File: src/hw/rtl/upd_pkg.sv
// ----------------------------------------------------------------------------
// upd_pkg: shared types and constants for the URL percent decoder
// Byte codes, status codes, phase encoding, result record and hex lookup.
// ----------------------------------------------------------------------------
package upd_pkg;

  localparam logic [7:0] ChPercent = 8'h25;
  localparam logic [7:0] ChPlus    = 8'h2B;
  localparam logic [7:0] ChHash    = 8'h23;
  localparam logic [7:0] ChSpace   = 8'h20;
  localparam logic [7:0] ChNul     = 8'h00;

  localparam int unsigned ResDepth = 2;  // output skid queue entries

  typedef enum logic [1:0] {
    ST_OK     = 2'd0,
    ST_ESCAPE = 2'd1,
    ST_ZERO   = 2'd2
  } status_t;

  // one-hot decoder phase
  typedef enum logic [4:0] {
    PH_NORMAL  = 5'b00001,
    PH_PCT     = 5'b00010,
    PH_HIGH    = 5'b00100,
    PH_STOPPED = 5'b01000,
    PH_FAILED  = 5'b10000
  } phase_t;

  typedef struct packed {
    logic [7:0] out_byte;
    logic       out_valid;
    logic       done_res;
    status_t    status;
  } res_t;

  // {bad, value}: bad is set when the byte is not a hex digit
  function automatic logic [4:0] hex_value(input logic [7:0] b);
    logic [7:0] d;
    d = 8'h00;
    if (b inside {[8'h30:8'h39]}) begin
      d = b - 8'h30;
      return {1'b0, d[3:0]};
    end else if (b inside {[8'h41:8'h46]}) begin
      d = b - 8'h37;
      return {1'b0, d[3:0]};
    end else if (b inside {[8'h61:8'h66]}) begin
      d = b - 8'h57;
      return {1'b0, d[3:0]};
    end
    return 5'b1_0000;
  endfunction

endpackage

File: src/hw/rtl/url_percent_decoder_unit.sv
// ----------------------------------------------------------------------------
// url_percent_decoder_unit: streaming URL percent decoder
// Each result is registered in the output queue and presented on m_* from there.
// Throughput: one byte per cycle while the output queue is not full, set by
// the single decode step between the phase register and a two-entry output queue.
// Reset (rst, synchronous, active high): phase to normal decoding, sticky
// status to ok, output queue emptied.
// ----------------------------------------------------------------------------
module url_percent_decoder_unit (
  input  logic        clk,
  input  logic        rst,
  // input stream
  input  logic        s_tvalid,
  output logic        s_tready,
  input  logic [7:0]  s_tdata,   // [7:0] in_byte
  input  logic        s_tlast,   // last_byte
  // output stream
  output logic        m_tvalid,
  input  logic        m_tready,
  output logic [15:0] m_tdata,   // [7:0] out_byte, [9:8] status, rest zero
  output logic        m_tuser,   // out_valid
  output logic        m_tlast    // done_res
);

  // --------------------------------------------------------------------------
  // Decoder state: phase, pending high digit, sticky string status.
  // --------------------------------------------------------------------------
  upd_pkg::phase_t  phase, phase_next;
  logic [3:0]       nibble, nibble_next;
  upd_pkg::status_t err, err_next;

  upd_pkg::res_t    res;
  logic [4:0]       hex;
  logic             s_acc;
  logic             m_acc;

  // Output queue: decouples downstream stalls from input acceptance.
  upd_pkg::res_t    queue [upd_pkg::ResDepth];
  logic             wr_ptr;
  logic             rd_ptr;
  logic [1:0]       count;

  assign s_tready = (count != 2'(upd_pkg::ResDepth));
  assign s_acc    = s_tvalid && s_tready;
  assign m_acc    = m_tvalid && m_tready;

  assign hex = upd_pkg::hex_value(s_tdata);

  // --------------------------------------------------------------------------
  // Single-pass decode of one byte.
  // --------------------------------------------------------------------------
  always_comb begin
    phase_next    = phase;
    nibble_next   = nibble;
    err_next      = err;
    res.out_byte  = 8'h00;
    res.out_valid = 1'b0;

    case (phase)
      upd_pkg::PH_NORMAL: begin
        if (s_tdata == upd_pkg::ChPercent) begin
          phase_next = upd_pkg::PH_PCT;
        end else if (s_tdata == upd_pkg::ChPlus) begin
          res.out_byte  = upd_pkg::ChSpace;
          res.out_valid = 1'b1;
        end else if (s_tdata == upd_pkg::ChHash) begin
          phase_next = upd_pkg::PH_STOPPED;
        end else if (s_tdata == upd_pkg::ChNul) begin
          err_next   = upd_pkg::ST_ZERO;
          phase_next = upd_pkg::PH_FAILED;
        end else begin
          res.out_byte  = s_tdata;
          res.out_valid = 1'b1;
        end
      end
      upd_pkg::PH_PCT: begin
        if (hex[4]) begin
          err_next   = upd_pkg::ST_ESCAPE;
          phase_next = upd_pkg::PH_FAILED;
        end else begin
          nibble_next = hex[3:0];
          phase_next  = upd_pkg::PH_HIGH;
        end
      end
      upd_pkg::PH_HIGH: begin
        if (hex[4]) begin
          err_next   = upd_pkg::ST_ESCAPE;
          phase_next = upd_pkg::PH_FAILED;
        end else begin
          res.out_byte  = {nibble, hex[3:0]};
          res.out_valid = 1'b1;
          phase_next    = upd_pkg::PH_NORMAL;
        end
      end
      default: begin
        // stopped by '#' or failed: ignore the byte
      end
    endcase

    // escape cut off by the end of the string
    if (s_tlast && (phase_next == upd_pkg::PH_PCT || phase_next == upd_pkg::PH_HIGH)) begin
      err_next   = upd_pkg::ST_ESCAPE;
      phase_next = upd_pkg::PH_FAILED;
    end

    res.done_res = s_tlast;
    res.status   = err_next;

    // end of string: back to a clean start
    if (s_tlast) begin
      phase_next  = upd_pkg::PH_NORMAL;
      nibble_next = 4'h0;
      err_next    = upd_pkg::ST_OK;
    end
  end

  always_ff @(posedge clk) begin
    if (rst) begin
      phase  <= upd_pkg::PH_NORMAL;
      nibble <= 4'h0;
      err    <= upd_pkg::ST_OK;
    end else if (s_acc) begin
      phase  <= phase_next;
      nibble <= nibble_next;
      err    <= err_next;
    end
  end

  // --------------------------------------------------------------------------
  // Output queue: push on every accepted input, pop on output transaction.
  // --------------------------------------------------------------------------
  always_ff @(posedge clk) begin
    if (s_acc) begin
      queue[wr_ptr] <= res;
    end
  end

  always_ff @(posedge clk) begin
    if (rst) begin
      wr_ptr <= 1'b0;
      rd_ptr <= 1'b0;
      count  <= 2'd0;
    end else begin
      if (s_acc) begin
        wr_ptr <= ~wr_ptr;
      end
      if (m_acc) begin
        rd_ptr <= ~rd_ptr;
      end
      case ({s_acc, m_acc})
        2'b10:   count <= count + 2'd1;
        2'b01:   count <= count - 2'd1;
        default: count <= count;
      endcase
    end
  end

  assign m_tvalid = (count != 2'd0);
  assign m_tdata  = {6'h00, queue[rd_ptr].status, queue[rd_ptr].out_byte};
  assign m_tuser  = queue[rd_ptr].out_valid;
  assign m_tlast  = queue[rd_ptr].done_res;

  // --------------------------------------------------------------------------
  // Assertions
  // --------------------------------------------------------------------------
  // the last byte of a string leaves the decoder clean for the next one
  a_clean_after_last: assert property (@(posedge clk) disable iff (rst)
    s_acc && s_tlast |=> phase == upd_pkg::PH_NORMAL && err == upd_pkg::ST_OK)
    else $error("decoder state not cleared after last byte");

  // a result without a decoded byte carries a zero byte
  a_zero_when_empty: assert property (@(posedge clk) disable iff (rst)
    m_tvalid && !m_tuser |-> m_tdata[7:0] == 8'h00)
    else $error("out_byte nonzero with out_valid low");

  // '#' is only honored on a string that has not failed
  a_stop_is_ok: assert property (@(posedge clk) disable iff (rst)
    phase == upd_pkg::PH_STOPPED |-> err == upd_pkg::ST_OK)
    else $error("stopped string carries an error status");

  // queue never overfills
  a_queue_bound: assert property (@(posedge clk) disable iff (rst)
    count == 2'd2 |-> !s_tready)
    else $error("input accepted with output queue full");

endmodule
File: config.mk
export PLATFORM = sky130hd
export DESIGN_NAME = url_percent_decoder_unit
export DESIGN_NICKNAME = d
export VERILOG_FILES = /design/src/hw/rtl/upd_pkg.sv /design/src/hw/rtl/url_percent_decoder_unit.sv
export SDC_FILE = /design/constraint.sdc
export NUM_CORES = 1
export LEC_CHECK = 0
export BUFFER_PORTS_ARGS = -buffer_cell sky130_fd_sc_hd__buf_2
export CAP_MARGIN = 10
export CORE_ASPECT_RATIO = 1.5
export CORE_MARGIN = 2
export CORE_UTILIZATION = 35
export CTS_BUF_LIST = sky130_fd_sc_hd__clkbuf_16
export CTS_CLUSTER_SIZE = 12
export DETAILED_ROUTE_END_ITERATION = 12
export PLACE_DENSITY = 0.61
export SETUP_SLACK_MARGIN = 0.05
export SLEW_MARGIN = 25
export SYNTH_ARGS = -nofsm -noshare
export SYNTH_HDL_FRONTEND = slang
export SYNTH_SLANG_ARGS = --single-unit
File: constraint.sdc
create_clock -name clk -period 2.9 [get_ports clk]
set_input_delay 0.435 -clock clk [delete_from_list [all_inputs] [get_ports clk]]
set_output_delay 0.435 -clock clk [all_outputs]
set_load 0.005 [all_outputs]
* Yosys cells after proc, flatten, opt, wreduce, memory -nomap -nowiden
Memory sizes are Yosys's and may differ from the RTL's. A register that Yosys moved wholly into a read port is not among the register bits. Index checks and enable logic that the tools add are counted.
Operators by class: bitwise gates (word level) 2, mux-type cells 38, equality and inequality tests 12, add/sub/neg operators 5, order comparisons 6, reductions and logical operators 13
Operators with widths (number):
- 2-to-1 mux 5 bit | 12
- 2-to-1 mux 9 bit | 5
- == test 8 x 6 -> 1 bit, second input constant | 3
- one-hot mux 9 bit (2 select lines) | 1
- >= comparator 8 x 7 -> 1 bit, second input constant | 2
- less-or-equal comparator 8 x 7 -> 1 bit, second input constant | 2
- one-hot mux 5 bit (3 select lines) | 1
- 2-to-1 mux 2 bit | 7
- 2-to-1 mux 4 bit | 3
- == test 5 x 2 -> 1 bit, second input constant | 2
- == test 5 x 3 -> 1 bit, second input constant | 2
- >= comparator 8 x 6 -> 1 bit, second input constant | 1
- less-or-equal comparator 8 x 6 -> 1 bit, second input constant | 1
- zero test 8 bit | 1
- one-hot mux 2 bit (2 select lines) | 2
- subtractor 4 x 3 -> 4 bit, second input constant | 2
- 2-to-1 mux 1 bit | 7
- logical AND 1 bit | 6
- nonzero test 2 bit | 3
- == test 5 x 1 -> 1 bit, second input constant | 1
- != test 2 bit, second input constant | 2
- subtractor 4 x 1 -> 4 bit, second input constant | 1
- AND reduction 3 bit | 1
- adder 2 x 1 -> 2 bit, second input constant | 1
- 6 further kinds | 7
Storage, ports and cells: bits in writable memories 24, word-level logic and storage cells 83, memories kept 1, bits of input ports 13, output and inout port bits 20, bits in registers 15
Memory list:
- queue | depth 2, width 12, read ports 1, clocked after memory_dff 1, wr ports 1, RTL line url_percent_decoder_unit.sv:38 | upd_pkg::res_t queue [upd_pkg::ResDepth];

* Depth between registers and ports, before layout
depth in word-level cells 13, gate-level depth with buffers 9

* Least setup slack after synthesis
OpenSTA, ideal clock, no wires.
path kind input to register, from input port s_tdata[1], to memory queue[0][1] in the netlist's numbering (data pin), data arrival time 1887 ps, cell stages on the path 7, setup time 268 ps, path buffers 0, data required time 2632 ps, path slack 745 ps, cell sequence inv_1 ha_1 or3b_4 nand3_4 a21o_1 o21ai_2 o41a_1
RTL lines:
- start: declaration | RTL line url_percent_decoder_unit.sv:15 | input logic [7:0] s_tdata,
- end: declaration | RTL line url_percent_decoder_unit.sv:38

==> metrics.cfg <==
[floorplanning]
num_io_pins=33
core.rowCount=35
die_w_um=68.4
die_area_um2=6880
die_h_um=101
core_um2=6090
start_util=0.358

[synthesis]
yosys-top-cells-area=edfxtp_1 33%, dfxtp_1 15%, mux2_2 6.2%, nor2_1 3.3%, ha_1 2.9%
synth_cell_type_count=61
synth_seq_cells=40
ys_warn_count=0
synth_enable_flop_cells=24
synthCells=197
ys_async_sr_fraction=0
ys_seq_area_frac=0.478
ys.flop_type=edfxtp_1
yosysMostFrequentCell=edfxtp_1
synth_top_area_share=0.331
syn-cell-area_um2=2180
yosys.area.top_type=edfxtp_1
synth.avg_cell_area_um2=11.1
ys_top_cells_by_count=24 x edfxtp_1, 19 x nor2_1, 16 x dfxtp_1

[setup_path]
reg2reg_depth=6
worstSetupEndpointType=register
reg2reg_from=phase[1]
r2r-end=queue[0][0]
required_ns=2.89
slowest_delay_ns=0.40
crit_type=in -> reg
cp.arrival_ns=2.11
cp-start-kind=input port
cp_slowest_cell=a222oi_1
cp_max_fo=6
reg2reg_slack_ns=0.79
crit_chain=buf_2 -> ha_1 -> nand4bb_1 -> nand3b_4 -> nand4_4 -> a21bo_1 -> a222oi_1 -> o311ai_1

[grt]
grt_pass1_vias=1596
grt_pass1_wl_mm=7.76
met2_usage=0.254
use_met3=0.0268
grt_usage=0.148
grt_overflow=0
grt_antenna_before_repair=0
use_met1=0.175
busiest_layer=met2
grt_max_degree=17

[sta]
relSlewSlack=0.589
report.final.setup_viol=0
tightest_slew_ns=0.616
fin_worst_skew_ns=0.00270
final-hold-violation-count=0
max_freq_mhz=471
fin_crit_sh=0.732
period_minus_slack_ns=2.12
slew_violations=0
rsz0062_at_grt=false
fin_setup_tns_ns=0

[cts]
clk_path_buf_depth=2
cts_tree=built
clock_latency_ns=0.27
htreeDepth=2
ctsHoldBuffers=0
cts.sinks=40
cts_buffers=5
clkTransAtPathRegs_ns=0.06
ctsResizeCount=0
cts_setup_buffers=0
cts_root_buf=clkbuf_16

[detailed_routing]
drcViolationCount=0
vias=1580
drt-initial-drc-count=34
routed_via_density=5.25
antenna_left=0
drt_wl_total_mm=4.55
post_drt_wl_per_cell_um=15.1
first_pass_iters=4

[hold_path]
min_from=rst
hold-path-endpoint=rd_ptr
hold_depth=2
hold_path.class=in -> reg

[cells_and_area]
fillCellCount=578
antennaDiodeCount=0
layout.nets=244
syn_to_final_growth_pct=16.0
drive_above_1_share=0.291

[placement]
port-buffer-count=26
routabilityCongestion=0.903
place_hpwl_mm=3.48

[power]
pwr_density_cell_nw_per_um2=684
p_leak_nw=0.982
vdd_drop_max_mv=0.531
p_total_mw=1.73

[run]
cap_violations=0

[outcome]
status=finished clean

==> worst max path at each step <==
stage,endpoint,startpoint,cells past startpoint,slack [ns]
after detailed placement,queue[1][0],s_tdata[1],8,0.49
after global routing,queue[0][0],s_tdata[0],8,0.60
after CTS,queue[0][0],phase[1],6,0.79
after global placement,queue[0][0],s_tdata[0],8,0.57
after floorplan,queue[0][1],s_tdata[1],7,0.75
final,queue[0][0],s_tdata[0],8,0.78
==> placed cells by master (no fill, tap or decap), types with 2 or more instances in the layout <==
cell,instances
a21o_1,3
a21oi_1,6
a22o_1,3
a22oi_1,7
a31oi_1,2
and2_1,3
buf_2,26
buf_4,3
clkbuf_16,5
clkinv_1,2
conb_1,6
dfxtp_1,16
edfxtp_1,24
ha_1,5
inv_1,6
mux2_2,12
nand2_1,13
nand2b_1,2
nand3_1,3
nand3b_1,2
nand4_2,2
nor2_1,19
nor2b_1,2
nor3_1,3
nor3b_2,2
o21ai_0,8
o21ai_1,5
o2bb2ai_1,2
xnor2_1,3
==> stage by stage <==
stage               hold WS [ns]  cell area [µm²]  instances   util  setup slack (ns)
floorplan                  0.461             2200        202      -             0.745
global placement           0.488             2360        293  0.388             0.568
detailed placement         0.499             2360        293  0.388             0.490
CTS                        0.513             2520        301  0.415             0.786
global route               0.528             2520        301  0.415             0.602
finish                     0.513             2520        301  0.415             0.776
==> logic make-up after synthesis <==
group	share of synthesized area
AOI/OAI and AO/OA	0.163
xor gates and xnor gates	0.0161
adders and majority gates	0.0287
buffers and inverters	0.0483
DFF	0.478
muxes	0.0621
other	0.00172
and+or+nand+nor	0.202
==> report_power, final <==
| part | switching [mW] | internal [mW] | leakage, nW |
|---|---|---|---|
| clock | 0.197 | 0.399 | 0.0789 |
| sequential | 0.0541 | 0.694 | 0.351 |
| combinational | 0.190 | 0.192 | 0.553 |
==> critical path: cells and delay by family <==
kind,cells,cell delay (ns)
compound gates,3,0.80
fa+ha+maj,1,0.26
buf+inv,1,0.13
simple gates,3,0.48
==> layout make-up <==
class	count	area, µm²	area share
multi-input cells	143	1050	0.416
clock inverters	3	37.5	0.0149
clock buffers	5	125	0.0496
repair buffers	29	153	0.0605
inverters	7	26.3	0.0104
well taps	74	92.6	0.0367
flip-flops and latches	40	1040	0.412
==> per-layer routing <==
layer | routed length, µm | vias to the layer above
li1 | - | 780
met1 | 1810 | 749
met2 | 2430 | 39
met3 | 187 | 12
met4 | 117 | 0
met5 | 0 | -
==> flip-flops by register name (all words and copies together) (netlist names), named ones only <==
signal	cells
wr_ptr	1
rd_ptr	1
count	2
nibble	4
phase	5
queue	24
err	2
(Power assumes the default switching activity.)
